`config.mk`:
```
export PLATFORM = sky130hd
export DESIGN_NAME = entity_id_allocator_unit_flat
export DESIGN_NICKNAME = d
export VERILOG_FILES = /design/src/rtl/eida_pkg.sv /design/src/rtl/eida_if.sv /design/src/rtl/eida_ram.sv /design/src/rtl/eida_scan.sv /design/src/rtl/entity_id_allocator_unit.sv /design/src/flat_wrapper.sv
export VERILOG_INCLUDE_DIRS = /design/src /design/src/rtl
export SDC_FILE = /design/constraint.sdc
export NUM_CORES = 1
export LEC_CHECK = 0
export ABC_AREA = 1
export BUFFER_PORTS_ARGS = -buffer_cell sky130_fd_sc_hd__buf_2
export CORE_UTILIZATION = 30
export CTS_CLUSTER_SIZE = 14
export DETAILED_ROUTE_END_ITERATION = 6
export PLACE_DENSITY_LB_ADDON = 0.05
export SLEW_MARGIN = 20
export SYNTH_ARGS = -nofsm -noshare
export SYNTH_HDL_FRONTEND = slang
export SYNTH_SLANG_ARGS = --single-unit
```
`constraint.sdc`:
```
create_clock -name clk -period 10.1 [get_ports clk]
set_input_delay 1.01 -clock clk [delete_from_list [all_inputs] [get_ports clk]]
set_output_delay 1.01 -clock clk [all_outputs]
set_load 0.01 [all_outputs]
```
`src/rtl/assert_macros.svh`:
```
// ----------------------------------------------------------------------------
// assert_macros.svh
// Shared concurrent assertion macros for the identifier allocator RTL.
// ----------------------------------------------------------------------------
`ifndef ASSERT_MACROS_SVH
`define ASSERT_MACROS_SVH

// Check a property at every rising edge of CLK, disabled while RSTN is low.
`define ASSERT_CLK(label, clk, rstn, prop, msg) \
    label: assert property (@(posedge clk) disable iff (!rstn) (prop)) \
        else $error(msg);

// Check that a condition never holds out of reset.
`define ASSERT_NEVER(label, clk, rstn, cond, msg) \
    label: assert property (@(posedge clk) disable iff (!rstn) !(cond)) \
        else $error(msg);

`endif

```
`src/rtl/eida_pkg.sv`:
```
// ----------------------------------------------------------------------------
// eida_pkg
// Shared constants, codes, types and helpers for the identifier allocator.
// ----------------------------------------------------------------------------
`timescale 1ns / 1ps

package eida_pkg;

    // Pool geometry
    localparam int unsigned POOL_SIZE  = 64;
    localparam int unsigned ID_W       = $clog2(POOL_SIZE);
    localparam int unsigned CNT_W      = ID_W + 1;

    // Bitmap scan geometry: one word of the alive map per cycle
    localparam int unsigned SCAN_W     = 8;
    localparam int unsigned SCAN_WORDS = POOL_SIZE / SCAN_W;
    localparam int unsigned WPTR_W     = $clog2(SCAN_WORDS);
    localparam int unsigned SUB_W      = $clog2(SCAN_W);

    // Field widths
    localparam int unsigned REQ_W      = 2;
    localparam int unsigned STATUS_W   = 2;

    // Request codes
    localparam logic [REQ_W-1:0] REQ_ALLOC = 2'd0;
    localparam logic [REQ_W-1:0] REQ_FREE  = 2'd1;
    localparam logic [REQ_W-1:0] REQ_QUERY = 2'd2;

    // Status codes
    localparam logic [STATUS_W-1:0] ST_OK   = 2'd0;
    localparam logic [STATUS_W-1:0] ST_FULL = 2'd1;
    localparam logic [STATUS_W-1:0] ST_DEAD = 2'd2;

    typedef enum logic [1:0] {
        S_IDLE,
        S_EXEC,
        S_SCAN,
        S_RESULT
    } state_t;

    typedef struct packed {
        logic            start;
        logic [ID_W-1:0] start_index;
    } scan_cmd_t;

    typedef struct packed {
        logic             done;
        logic [CNT_W-1:0] next_index;
    } scan_rsp_t;

    // Position of the lowest set bit of a scan word (word assumed nonzero)
    function automatic logic [SUB_W-1:0] lowest_set(input logic [SCAN_W-1:0] w);
        logic [SUB_W-1:0] pos;
        pos = '0;
        for (int i = SCAN_W - 1; i >= 0; i--)
        begin
            if (w[i])
            begin
                pos = SUB_W'(i);
            end
        end
        return pos;
    endfunction

endpackage

```
`src/rtl/eida_if.sv`:
```
// ----------------------------------------------------------------------------
// eida_if
// Valid/ready channel interfaces for requests and responses.
// ----------------------------------------------------------------------------
`timescale 1ns / 1ps

interface eida_req_if;
    import eida_pkg::*;

    logic                valid;
    logic                ready;
    logic [REQ_W-1:0]    req_type;
    logic [ID_W-1:0]     index_in;

    modport source (output valid, output req_type, output index_in, input ready);
    modport sink   (input valid, input req_type, input index_in, output ready);
endinterface

interface eida_rsp_if;
    import eida_pkg::*;

    logic                valid;
    logic                ready;
    logic [CNT_W-1:0]    index_out;
    logic                is_alive;
    logic [CNT_W-1:0]    live_count;
    logic [STATUS_W-1:0] status;

    modport source (output valid, output index_out, output is_alive,
                    output live_count, output status, input ready);
    modport sink   (input valid, input index_out, input is_alive,
                    input live_count, input status, output ready);
endinterface

```
`src/rtl/eida_ram.sv`:
```
// ----------------------------------------------------------------------------
// eida_ram
// Generic single-write, single-read RAM with registered read data.
// ----------------------------------------------------------------------------
`timescale 1ns / 1ps

module eida_ram #(
    parameter int unsigned WIDTH = 8,
    parameter int unsigned DEPTH = 64,
    parameter int unsigned ADDR_W = $clog2(DEPTH)
) (
    input  logic              clk,
    input  logic              we,
    input  logic [ADDR_W-1:0] waddr,
    input  logic [WIDTH-1:0]  wdata,
    input  logic [ADDR_W-1:0] raddr,
    output logic [WIDTH-1:0]  rdata
);

    logic [WIDTH-1:0] mem [DEPTH];
    logic [WIDTH-1:0] rdata_reg;

    always_ff @(posedge clk)
    begin
        if (we)
        begin
            mem[waddr] <= wdata;
        end
        rdata_reg <= mem[raddr];
    end

    assign rdata = rdata_reg;

endmodule

```
`src/rtl/eida_scan.sv`:
```
// ----------------------------------------------------------------------------
// eida_scan
// Iterative next-live search over the alive bitmap, one word per cycle.
// ----------------------------------------------------------------------------
`timescale 1ns / 1ps

module eida_scan (
    input  logic                             clk,
    input  logic                             rst_n,
    input  logic [eida_pkg::POOL_SIZE-1:0]   alive,
    input  eida_pkg::scan_cmd_t              cmd,
    output eida_pkg::scan_rsp_t              rsp
);
    import eida_pkg::*;

    logic              busy_reg, busy_next;
    logic [WPTR_W-1:0] ptr_reg, ptr_next;
    logic [SCAN_W-1:0] mask_reg, mask_next;
    logic [SCAN_W-1:0] word;
    logic              hit;
    logic              last;

    // Masked bitmap word under the pointer
    assign word = alive[{ptr_reg, SUB_W'(0)} +: SCAN_W] & mask_reg;
    assign hit  = |word;
    assign last = (ptr_reg == WPTR_W'(SCAN_WORDS - 1));

    always_comb
    begin
        busy_next      = busy_reg;
        ptr_next       = ptr_reg;
        mask_next      = mask_reg;
        rsp.done       = 1'b0;
        rsp.next_index = CNT_W'(POOL_SIZE);
        if (cmd.start)
        begin
            // Load the first word; drop bits below the start index
            busy_next = 1'b1;
            ptr_next  = cmd.start_index[ID_W-1:SUB_W];
            mask_next = {SCAN_W{1'b1}} << cmd.start_index[SUB_W-1:0];
        end
        else if (busy_reg)
        begin
            if (hit)
            begin
                rsp.done       = 1'b1;
                rsp.next_index = {1'b0, ptr_reg, lowest_set(word)};
                busy_next      = 1'b0;
            end
            else if (last)
            begin
                rsp.done  = 1'b1;
                busy_next = 1'b0;
            end
            else
            begin
                // Advance to the next word, all bits eligible
                ptr_next  = ptr_reg + WPTR_W'(1);
                mask_next = {SCAN_W{1'b1}};
            end
        end
    end

    always_ff @(posedge clk or negedge rst_n)
    begin
        if (!rst_n)
        begin
            busy_reg <= 1'b0;
        end
        else
        begin
            busy_reg <= busy_next;
        end
    end

    always_ff @(posedge clk)
    begin
        ptr_reg  <= ptr_next;
        mask_reg <= mask_next;
    end

endmodule

```
`src/rtl/entity_id_allocator_unit.sv`:
```
// ----------------------------------------------------------------------------
// entity_id_allocator_unit
// Identifier pool with a LIFO free stack, alive bitmap and next-live query.
// ----------------------------------------------------------------------------
//
//  Channel  Dir  Handshake    Payload
//  -------  ---  -----------  ------------------------------------------------
//  req      in   valid/ready  req_type, index_in
//  rsp      out  valid/ready  index_out, is_alive, live_count, status
//
//  Allocate, free and unused codes pass the accept, execute and result
//  states; the result register loads from the result state. Query adds a
//  scan state after execute, where the scan unit checks one 8-bit word of
//  the alive map per cycle until a live bit turns up or the last word is checked.
//  One request is in flight at a time; req.ready is high only when idle.
//  A new request is taken while a result still sits in the output register;
//  its own result holds in the result state until that register drains.
//  Reset clears the alive map, the counters and control; the stack RAM is
//  not cleared, as only entries below the stack depth are ever used.
// ----------------------------------------------------------------------------
`timescale 1ns / 1ps
`include "assert_macros.svh"

module entity_id_allocator_unit (
    input  logic       clk,
    input  logic       rst_n,
    eida_req_if.sink   req,
    eida_rsp_if.source rsp
);
    import eida_pkg::*;

    // Control state
    state_t                 state_reg, state_next;
    logic [REQ_W-1:0]       req_type_reg, req_type_next;
    logic [ID_W-1:0]        idx_reg, idx_next;

    // Pool state
    logic [POOL_SIZE-1:0]   alive_reg, alive_next;
    logic [CNT_W-1:0]       depth_reg, depth_next;
    logic [CNT_W-1:0]       total_reg, total_next;

    // Staged result, waits here for the output register
    logic [CNT_W-1:0]       res_index_reg, res_index_next;
    logic                   res_alive_reg, res_alive_next;
    logic [STATUS_W-1:0]    res_status_reg, res_status_next;

    // Output register
    logic                   out_valid_reg, out_valid_next;
    logic [CNT_W-1:0]       index_out_reg, index_out_next;
    logic                   is_alive_reg, is_alive_next;
    logic [CNT_W-1:0]       live_count_reg, live_count_next;
    logic [STATUS_W-1:0]    status_reg, status_next;

    // Stack RAM port
    logic                   ram_we;
    logic [ID_W-1:0]        ram_waddr;
    logic [ID_W-1:0]        ram_wdata;
    logic [ID_W-1:0]        ram_raddr;
    logic [ID_W-1:0]        ram_rdata;
    logic [CNT_W-1:0]       depth_m1;

    // Scan unit
    scan_cmd_t              scan_cmd;
    scan_rsp_t              scan_rsp;

    logic [ID_W-1:0]        alloc_id;

    // Keep the top of stack on the read port; its registered read data is
    // valid by the execute state, where allocate uses it.
    assign depth_m1  = depth_reg - CNT_W'(1);
    assign ram_raddr = depth_m1[ID_W-1:0];

    // Pop from the stack when it holds entries, else take the live count
    assign alloc_id = (depth_reg != '0) ? ram_rdata : total_reg[ID_W-1:0];

    eida_ram #(
        .WIDTH (ID_W),
        .DEPTH (POOL_SIZE)
    ) u_stack_ram (
        .clk   (clk),
        .we    (ram_we),
        .waddr (ram_waddr),
        .wdata (ram_wdata),
        .raddr (ram_raddr),
        .rdata (ram_rdata)
    );

    eida_scan u_scan (
        .clk   (clk),
        .rst_n (rst_n),
        .alive (alive_reg),
        .cmd   (scan_cmd),
        .rsp   (scan_rsp)
    );

    assign req.ready      = (state_reg == S_IDLE);
    assign rsp.valid      = out_valid_reg;
    assign rsp.index_out  = index_out_reg;
    assign rsp.is_alive   = is_alive_reg;
    assign rsp.live_count = live_count_reg;
    assign rsp.status     = status_reg;

    always_comb
    begin
        state_next           = state_reg;
        req_type_next        = req_type_reg;
        idx_next             = idx_reg;
        alive_next           = alive_reg;
        depth_next           = depth_reg;
        total_next           = total_reg;
        res_index_next       = res_index_reg;
        res_alive_next       = res_alive_reg;
        res_status_next      = res_status_reg;
        out_valid_next       = out_valid_reg;
        index_out_next       = index_out_reg;
        is_alive_next        = is_alive_reg;
        live_count_next      = live_count_reg;
        status_next          = status_reg;
        ram_we               = 1'b0;
        ram_waddr            = depth_reg[ID_W-1:0];
        ram_wdata            = idx_reg;
        scan_cmd.start       = 1'b0;
        scan_cmd.start_index = idx_reg;

        // Drop the output once its transfer completes
        if (out_valid_reg && rsp.ready)
        begin
            out_valid_next = 1'b0;
        end

        case (state_reg)
            S_IDLE:
            begin
                if (req.valid)
                begin
                    req_type_next = req.req_type;
                    idx_next      = req.index_in;
                    state_next    = S_EXEC;
                end
            end

            S_EXEC:
            begin
                res_index_next  = '0;
                res_alive_next  = 1'b0;
                res_status_next = ST_OK;
                state_next      = S_RESULT;
                case (req_type_reg)
                    REQ_ALLOC:
                    begin
                        if (total_reg >= CNT_W'(POOL_SIZE))
                        begin
                            // Pool full: change nothing
                            res_index_next  = CNT_W'(POOL_SIZE);
                            res_status_next = ST_FULL;
                        end
                        else
                        begin
                            if (depth_reg != '0)
                            begin
                                depth_next = depth_m1;
                            end
                            alive_next[alloc_id] = 1'b1;
                            total_next           = total_reg + CNT_W'(1);
                            res_index_next       = {1'b0, alloc_id};
                        end
                    end

                    REQ_FREE:
                    begin
                        if (!alive_reg[idx_reg])
                        begin
                            // Free of a dead identifier: change nothing
                            res_status_next = ST_DEAD;
                        end
                        else
                        begin
                            alive_next[idx_reg] = 1'b0;
                            if (depth_reg < CNT_W'(POOL_SIZE))
                            begin
                                ram_we     = 1'b1;
                                depth_next = depth_reg + CNT_W'(1);
                            end
                            if (total_reg != '0)
                            begin
                                total_next = total_reg - CNT_W'(1);
                            end
                        end
                    end

                    REQ_QUERY:
                    begin
                        res_alive_next = alive_reg[idx_reg];
                        scan_cmd.start = 1'b1;
                        state_next     = S_SCAN;
                    end

                    default:
                    begin
                        // Unused code: zero result, current live count
                        res_index_next = '0;
                    end
                endcase
            end

            S_SCAN:
            begin
                if (scan_rsp.done)
                begin
                    res_index_next = scan_rsp.next_index;
                    state_next     = S_RESULT;
                end
            end

            S_RESULT:
            begin
                // Hold until the output register is free or draining
                if (!out_valid_reg || rsp.ready)
                begin
                    out_valid_next  = 1'b1;
                    index_out_next  = res_index_reg;
                    is_alive_next   = res_alive_reg;
                    live_count_next = total_reg;
                    status_next     = res_status_reg;
                    state_next      = S_IDLE;
                end
            end

            default:
            begin
                state_next = S_IDLE;
            end
        endcase
    end

    always_ff @(posedge clk or negedge rst_n)
    begin
        if (!rst_n)
        begin
            state_reg     <= S_IDLE;
            alive_reg     <= '0;
            depth_reg     <= '0;
            total_reg     <= '0;
            out_valid_reg <= 1'b0;
        end
        else
        begin
            state_reg     <= state_next;
            alive_reg     <= alive_next;
            depth_reg     <= depth_next;
            total_reg     <= total_next;
            out_valid_reg <= out_valid_next;
        end
    end

    always_ff @(posedge clk)
    begin
        req_type_reg   <= req_type_next;
        idx_reg        <= idx_next;
        res_index_reg  <= res_index_next;
        res_alive_reg  <= res_alive_next;
        res_status_reg <= res_status_next;
        index_out_reg  <= index_out_next;
        is_alive_reg   <= is_alive_next;
        live_count_reg <= live_count_next;
        status_reg     <= status_next;
    end

    // The live count always matches the population of the alive map
    `ASSERT_CLK(a_count_matches_map, clk, rst_n,
        $countones(alive_reg) == int'(total_reg),
        "live count differs from alive map population")

    // Stack entries are dead identifiers, so stack plus live stay in the pool
    `ASSERT_NEVER(a_stack_overflow, clk, rst_n,
        (int'(depth_reg) + int'(total_reg)) > int'(POOL_SIZE),
        "free stack depth plus live count exceeds pool size")

    // An allocate that succeeds must hand out an identifier that was dead
    `ASSERT_NEVER(a_alloc_live_id, clk, rst_n,
        (state_reg == S_EXEC) && (req_type_reg == REQ_ALLOC)
            && (total_reg < CNT_W'(POOL_SIZE)) && alive_reg[alloc_id],
        "allocate handed out a live identifier")

endmodule

```
`src/flat_wrapper.sv`:
```
// flat-port wrapper written by rule: the top's interface ports become plain ports
module entity_id_allocator_unit_flat import eida_pkg::*;
  (clk, rst_n, req_valid, req_req_type, req_index_in, req_ready, rsp_valid, rsp_index_out, rsp_is_alive, rsp_live_count, rsp_status, rsp_ready);
  eida_req_if req_i ();
  eida_rsp_if rsp_i ();
  input  logic clk;
  input  logic rst_n;
  input wire logic [$bits(req_i.valid)-1:0] req_valid;
  input wire logic [$bits(req_i.req_type)-1:0] req_req_type;
  input wire logic [$bits(req_i.index_in)-1:0] req_index_in;
  output wire logic [$bits(req_i.ready)-1:0] req_ready;
  output wire logic [$bits(rsp_i.valid)-1:0] rsp_valid;
  output wire logic [$bits(rsp_i.index_out)-1:0] rsp_index_out;
  output wire logic [$bits(rsp_i.is_alive)-1:0] rsp_is_alive;
  output wire logic [$bits(rsp_i.live_count)-1:0] rsp_live_count;
  output wire logic [$bits(rsp_i.status)-1:0] rsp_status;
  input wire logic [$bits(rsp_i.ready)-1:0] rsp_ready;
  assign req_i.valid = req_valid;
  assign req_i.req_type = req_req_type;
  assign req_i.index_in = req_index_in;
  assign req_ready = req_i.ready;
  assign rsp_valid = rsp_i.valid;
  assign rsp_index_out = rsp_i.index_out;
  assign rsp_is_alive = rsp_i.is_alive;
  assign rsp_live_count = rsp_i.live_count;
  assign rsp_status = rsp_i.status;
  assign rsp_i.ready = rsp_ready;
  entity_id_allocator_unit u_core (.clk(clk), .rst_n(rst_n), .req(req_i), .rsp(rsp_i));
endmodule
```
==> results of run 1 <==
==> layer usage <==
metal	vias up	track usage
met5	-	0
met4	4	0.0640
met3	114	0.0240
met2	401	0.333
met1	8666	0.256
li1	8338	-
==> stage by stage <==
step / instances / utilization
CTS: 3460 / 0.341
global route: 3460 / 0.341
global placement: 3355 / 0.318
detailed placement: 3355 / 0.318
finish: 3460 / 0.341
floorplan: 2373 / -
==> worst max-delay path, cell delays in order, from the launching register on <==
cell and delay [ns]:
sky130_fd_sc_hd__dfrtp_4 1.08, sky130_fd_sc_hd__inv_4 0.46, sky130_fd_sc_hd__ha_4 1.09, sky130_fd_sc_hd__buf_4 0.84
sky130_fd_sc_hd__o21ai_0 0.27, sky130_fd_sc_hd__o22ai_1 0.22, sky130_fd_sc_hd__o211ai_1 0.11, sky130_fd_sc_hd__nand3_1 0.11
sky130_fd_sc_hd__nand3_1 0.14, sky130_fd_sc_hd__nand2_1 0.12
==> cells in the final DEF, fill, tap and decap left out, types with 17 or more instances in the layout <==
master,Yosys,routed
sky130_fd_sc_hd__nand2_1,516,516
sky130_fd_sc_hd__edfxtp_1,429,429
sky130_fd_sc_hd__nor2_1,294,293
sky130_fd_sc_hd__o21ai_0,274,274
sky130_fd_sc_hd__nand3_1,145,145
sky130_fd_sc_hd__inv_1,129,128
sky130_fd_sc_hd__o211ai_1,106,106
sky130_fd_sc_hd__dfrtp_1,82,81
sky130_fd_sc_hd__clkbuf_16,0,58
sky130_fd_sc_hd__mux2i_1,46,46
sky130_fd_sc_hd__o22ai_1,39,39
sky130_fd_sc_hd__o21ai_1,37,37
sky130_fd_sc_hd__buf_4,2,32
sky130_fd_sc_hd__buf_2,29,29
sky130_fd_sc_hd__nand4_1,19,19
sky130_fd_sc_hd__clkinv_2,1,17
sky130_fd_sc_hd__a21oi_1,18,17
==> area by class of cell <==
cell class / instances / area [um^2] / share of cell area
Sequential cell: 517 / 15100 / 0.557
Inverter: 140 / 529 / 0.0196
Tap cell: 1050 / 1310 / 0.0486
Clock inverter: 32 / 284 / 0.0105
Clock buffer: 73 / 1530 / 0.0565
Multi-Input combinational cell: 1587 / 7940 / 0.294
Timing Repair Buffer: 61 / 385 / 0.0143
==> worst min path at each step <==
stage	end	cells after the start
after floorplan	u_core.rsp.index_out[0]	0
after global placement	u_core.rsp.index_out[1]	0
after detailed placement	u_core.rsp.index_out[1]	0
after CTS	u_core.u_scan.busy_reg	1
after global routing	u_core.u_scan.busy_reg	1
final	u_core.u_scan.busy_reg	1
==> kinds of logic after synthesis <==
kind of cell,synth area share
mux,0.0191
compound gates,0.124
flops,0.624
buf+inv,0.0481
xor+xnor,0.00472
simple gates,0.172
fa+ha+maj,0.00758
==> power by group <==
part	total [mW]	leakage (nW)	internal, mW	switching [mW]
sequential	2.82	5.03	2.58	0.247
combinational	3.31	3.85	0.916	2.40
clock	2.05	0.901	1.17	0.884
==> results.json, run 1 <==
{
  "post-route-drc-count": 0,
  "worstPathRequired_ns": 10.66,
  "place_congestion": 0.821,
  "pwr_density_cell_nw_per_um2": 303,
  "period_minus_slack_ns": 4.59,
  "fin_setup_tns_ns": 0,
  "cp_startpoint_kind": "register",
  "initialDrtViolationCount": 1613,
  "endpoint": "u_core.u_stack_ram.rdata[5]",
  "portion_of_the_clock_cycle_consumed_by_the_worst_path_in_the_final_layout": 0.455,
  "postSynthNetCount": 2399,
  "yosysWarningCount": 0,
  "tritoncts_buffers": 58,
  "number_of_antenna_violations_at_the_first_check_in_global_routing": 2,
  "synth_top_cell_by_area": "sky130_fd_sc_hd__edfxtp_1",
  "worst-slew-pin-transition_ns": 1.14,
  "top_layer_used": "met5",
  "final_antenna_net_count": 0,
  "fin_nets": 2391,
  "master_cell_of_the_clock_root_buffer": "sky130_fd_sc_hd__clkbuf_16",
  "core_area_um2": 79300,
  "largest_register_ff_count": 384,
  "worst-endpoint-arrival_ns": 5.15,
  "post-cts-setup-buffer-count": 0,
  "area_growth_syn_to_layout_pct": 12.1,
  "slew_violations": 0,
  "peak_supply_drop_mv": 0.306,
  "latest_clock_arrival_within_the_worst_skew_pair_ns": 0.62,
  "top_area_cells_in_the_synthesized_netlist": "sky130_fd_sc_hd__edfxtp_1, sky130_fd_sc_hd__dfrtp_1, sky130_fd_sc_hd__nand2_1, sky130_fd_sc_hd__o21ai_0, sky130_fd_sc_hd__nor2_1",
  "die-height_um": 286,
  "cellLeakagePower_nw": 9.78,
  "min_path_type": "input pin to async pin",
  "detail_route.wl_per_cell_um": 23.0,
  "die_w_um": 286,
  "ctsHoldBuffers": 0,
  "postSynthCellCount": 2373,
  "met1_length_um": 35300,
  "die_area_um2": 81500,
  "placementRows": 103,
  "worst_r2r_path_depth": 9,
  "worstReg2RegEnd": "u_core.u_stack_ram.rdata[5]",
  "launch_point_of_the_worst_reg_to_reg_path": "u_core.depth_reg[0]",
  "finalHoldWorstSlack_ns": 0.380,
  "htree_num_levels": 2,
  "dp_hpwl_um": 50200,
  "postSynthAreaPerCell_um2": 10.2,
  "final.setup_skew_ns": 0.0142,
  "slew_headroom": 0.235,
  "grt_pass1_wl_um": 119000,
  "detailroute.via_count": 17500,
  "finish.instance_area_um2": 27000,
  "synth_enable_flop_cells": 429,
  "met2_wirelength_um": 39000,
  "netlist.area_leader.share": 0.534,
  "design.portCount": 31,
  "synth-main-ff-cell": "sky130_fd_sc_hd__edfxtp_1",
  "setup_violations": 0,
  "first_drt_pass_iteration_count": 5,
  "postSynth.asyncResetShare": 0.159,
  "drt_wl_total_um": 79600,
  "ys_seq_elements": 517,
  "criticalPathCategory": "register to register",
  "final_critical_path_setup_slack_ns": 5.51,
  "synth_cell_types": 45,
  "cts_tree": "built",
  "synthesis.area_um2": 24100,
  "dpl_worst_slack_ns": 5.52,
  "fmax_mhz": 218,
  "placement.io_buffers": 30,
  "synthTopCellsByCount": "sky130_fd_sc_hd__nand2_1, sky130_fd_sc_hd__edfxtp_1, sky130_fd_sc_hd__nor2_1",
  "grt_setup_unrepaired": "false",
  "num-fill-cells": 8028,
  "grt_pass1_vias": 17600,
  "seq_area_frac_synth": 0.624,
  "clkSinkCount": 517,
  "grt_overflow_total": 0,
  "outcome": "complete, no violations",
  "drive_gt1_frac": 0.0776,
  "post_dp_cell_area_um2": 25200,
  "endpoint_kind": "register",
  "critical_path_fanout_max": 98,
  "timing.max_cap.violations": 0,
  "start_util": 0.304,
  "grt_max_degree": 104,
  "n_antenna_cell": 0,
  "pnr_total_power_mw": 8.19,
  "critical_path.startpoint": "u_core.depth_reg[0]",
  "dr_wl_met3_um": 2860,
  "groute.usage.overall": 0.195,
  "worst_setup_hold_path_clk_slew_ns": 0.06,
  "synthMostInstantiatedCell": "sky130_fd_sc_hd__nand2_1",
  "post_drt_via_cell_ratio": 5.06,
  "clk_path_buf_depth": 3,
  "postCtsResizedCells": 0,
  "hold_viol_final": 0,
  "reg2reg_setup_slack_ns": 5.51
}
No activity file was read; power rests on OpenSTA's default activity.
==> run 2: changes to the inputs <==
--- a/config.mk
+++ b/config.mk
@@ -6,7 +6,7 @@
 export SDC_FILE = /design/constraint.sdc
 export NUM_CORES = 1
 export LEC_CHECK = 0
-export ABC_AREA = 1
+export ABC_AREA = 0
 export BUFFER_PORTS_ARGS = -buffer_cell sky130_fd_sc_hd__buf_2
 export CORE_UTILIZATION = 30
 export CTS_CLUSTER_SIZE = 14
==> constraint.sdc (replaced) <==
create_clock -name clk -period 4.63 [get_ports clk]
set_input_delay 0.463 -clock clk [delete_from_list [all_inputs] [get_ports clk]]
set_output_delay 0.463 -clock clk [all_outputs]
set_load 0.01 [all_outputs]
==> run 2 against run 1 <==
Against the previous run:
- wire length fell by 16%
- highest routed layer is now met4
- core utilization grew 0.71 points
- via count shrank 31%
- synthesized area is 8.5% lower
- clock skew grew 0.0022 ns
- design area down 6.2%
- global-route usage down 1.3 points
- power increased by 100%
- die area is 8.4% lower
- worst hold slack lost 0.34 ns
- combinational power increased by 84%
==> results.json, run 2 <==
{
  "launch_point_of_the_worst_reg_to_reg_path": "u_core.idx_reg[0]",
  "grt_setup_unrepaired": "false",
  "outcome": "complete, no violations",
  "synth-main-ff-cell": "sky130_fd_sc_hd__edfxtp_1",
  "latest_clock_arrival_within_the_worst_skew_pair_ns": 0.62,
  "switching_share": 0.346,
  "yosys-mux-area-fraction": 0.173,
  "start_util": 0.303,
  "grt_overflow_total": 0,
  "master_cell_of_the_clock_root_buffer": "sky130_fd_sc_hd__clkbuf_16",
  "post-route-drc-count": 0,
  "first_drt_pass_iteration_count": 5,
  "synthTopCellsByCount": "sky130_fd_sc_hd__edfxtp_1, sky130_fd_sc_hd__mux4_2, sky130_fd_sc_hd__nor2_1",
  "cellLeakagePower_nw": 8.31,
  "slew_headroom": 0.305,
  "main_combinational_cell_family_by_area_after_synthesis": "multiplexers",
  "fin_nets": 1372,
  "drive_gt1_frac": 0.246,
  "drt_wl_total_um": 67000,
  "synthMostInstantiatedCell": "sky130_fd_sc_hd__edfxtp_1",
  "grt_pass1_vias": 12700,
  "clk_path_buf_depth": 3,
  "critical_path_fanout_max": 17,
  "hold_path.startpoint": "req_index_in[0]",
  "postSynthCellCount": 1268,
  "post_dp_cell_area_um2": 23500,
  "period_minus_slack_ns": 4.17,
  "detailroute.via_count": 12100,
  "grt_max_degree": 67,
  "detail_route.wl_per_cell_um": 28.5,
  "core_area_um2": 72800,
  "timing.max_cap.violations": 0,
  "worst-endpoint-arrival_ns": 4.48,
  "die_w_um": 273,
  "die_area_um2": 74600,
  "portion_of_the_clock_cycle_consumed_by_the_worst_path_in_the_final_layout": 0.901,
  "final.setup_skew_ns": 0.0165,
  "postSynthNetCount": 1294,
  "layout.core_utilization": 0.348,
  "groute.usage.overall": 0.182,
  "htree_num_levels": 2,
  "clkSinkCount": 517,
  "tritoncts_buffers": 58,
  "cts_tree": "built",
  "pwr_density_cell_nw_per_um2": 649,
  "largest_register_ff_count": 384,
  "dpl_worst_slack_ns": 0.421,
  "postSynthAreaPerCell_um2": 17.4,
  "adder_cell_area_share_of_the_yosys_netlist": 0.00828,
  "netlist.area_leader.share": 0.584,
  "ys_seq_elements": 517,
  "placementRows": 99,
  "placement.io_buffers": 30,
  "synth_compound_area_frac": 0.0462,
  "peak_supply_drop_mv": 0.331,
  "most_common_cell_after_layout_fill_and_taps_aside": "sky130_fd_sc_hd__edfxtp_1",
  "design.portCount": 31,
  "slew_violations": 0,
  "min_path_type": "input pin to register",
  "seq_area_frac_synth": 0.682,
  "endpoint_kind": "register",
  "yosysWarningCount": 0,
  "power.share.combinational": 0.370,
  "initialDrtViolationCount": 923,
  "hold_viol_final": 0,
  "dp_hpwl_um": 44900,
  "setup_violations": 0,
  "criticalPathCategory": "register to register",
  "number_of_antenna_violations_at_the_first_check_in_global_routing": 3,
  "finish.instance_area_um2": 25400,
  "critical_path.startpoint": "u_core.idx_reg[0]",
  "synth-simple-area-share": 0.0658,
  "worstPathRequired_ns": 4.94,
  "fin_setup_tns_ns": 0,
  "final_cell_mix": "sky130_fd_sc_hd__edfxtp_1, sky130_fd_sc_hd__mux4_2, sky130_fd_sc_hd__nor2_1",
  "fmax_mhz": 240,
  "synth_top_cell_by_area": "sky130_fd_sc_hd__edfxtp_1",
  "synth-xor-area-share": 0.00556,
  "top_area_cells_in_the_synthesized_netlist": "sky130_fd_sc_hd__edfxtp_1, sky130_fd_sc_hd__mux4_2, sky130_fd_sc_hd__dfrtp_1, sky130_fd_sc_hd__o21ai_0, sky130_fd_sc_hd__nor2_1",
  "grt_pass1_wl_um": 96600,
  "final_antenna_net_count": 0,
  "area_growth_syn_to_layout_pct": 14.9,
  "worst-slew-pin-transition_ns": 1.04,
  "cp_startpoint_kind": "register",
  "clock_power_share": 0.266,
  "postSynth.asyncResetShare": 0.159,
  "sequentialPowerShare": 0.365,
  "place_congestion": 0.783,
  "finalHoldWorstSlack_ns": 0.0433,
  "netSwitchingPower_mw": 5.70,
  "post-cts-setup-buffer-count": 0,
  "cellInternalPower_mw": 10.8,
  "synthesis.area_um2": 22100,
  "final_critical_path_setup_slack_ns": 0.457,
  "synth_cell_types": 69,
  "synth_enable_flop_cells": 429,
  "die-height_um": 273,
  "worst_setup_hold_path_clk_slew_ns": 0.06,
  "post_drt_via_cell_ratio": 5.15
}
==> run 2: final timing paths <==
path                                                 end  slack [ns]  cells past startpoint
setup / recovery           u_core.u_stack_ram.mem[28][4]        0.46                      8
hold / removal                         u_core.idx_reg[0]        0.04                      1
setup reg to reg           u_core.u_stack_ram.mem[28][4]        0.46                      8
hold reg to reg                  u_core.rsp.index_out[1]        0.42                      0
max in group asynchronous           u_core.alive_reg[61]        3.20                      3
min in group asynchronous               u_core.rsp.valid        0.38                      2
==> run 2: critical path, stage by stage (launching register included) <==
cell                       delay (ns)
sky130_fd_sc_hd__edfxtp_1        0.79
sky130_fd_sc_hd__buf_4           0.30
sky130_fd_sc_hd__mux4_1          0.57
sky130_fd_sc_hd__mux2i_1         0.24
sky130_fd_sc_hd__o22ai_1         0.21
sky130_fd_sc_hd__a211oi_2        0.39
sky130_fd_sc_hd__nand2_1         0.45
sky130_fd_sc_hd__nand4_1         0.60
sky130_fd_sc_hd__nor2_1          0.30
==> run 2: logic make-up (layout without fill, tap and decap cells) <==
| logic type | count (synthesis) | count (layout) |
|---|---|---|
| flops | 517 | 517 |
| simple gates | 295 | 295 |
| mux | 183 | 183 |
| compound gates | 156 | 156 |
| buf+inv | 89 | 211 |
| fa+ha+maj | 14 | 14 |
| xor+xnor | 14 | 14 |
| other cells | 0 | 3 |
==> run 2: final cells by class <==
cell class                      count  area (um^2)
Multi-Input combinational cell    662         6650
Clock buffer                       72         1500
Tap cell                          959         1200
Antenna cell                        3         7.51
Clock inverter                     32          268
Fill cell                        6897        47500
Timing Repair Buffer               85          591
Inverter                           22         82.6
Sequential cell                   517        15100
==> run 2: what timing repair did <==
item,in CTS,in global routing
resized for setup,0,0
hold buffers,5,0
endpoints found under the hold margin,41,0
==> run 2: through the flow <==
stage          std cells  power (mW)
4_1_cts             2349        16.7
6_report            2352        16.5
5_1_grt             2350        17.2
3_5_place_dp        2240        12.3
3_3_place_gp        2240        12.3
2_1_floorplan       1268        9.86
==> run 2: power by group through the flow <==
| stage | Sequential [mW] | Combinational [mW] | Clock, mW |
|---|---|---|---|
| floorplan | 5.96 | 3.90 | 0 |
| global placement | 6.10 | 6.21 | 0 |
| detailed placement | 6.09 | 6.17 | 0 |
| CTS | 6.00 | 6.19 | 4.51 |
| global route | 6.04 | 6.50 | 4.66 |
| finish | 6.00 | 6.08 | 4.38 |
==> run 2: layer usage <==
layer	track usage	vias up	wire length [um]
li1	-	5244	-
met1	0.251	6438	30200
met2	0.291	342	31600
met3	0.0379	91	3650
met4	0.0491	0	1590
met5	0	-	0
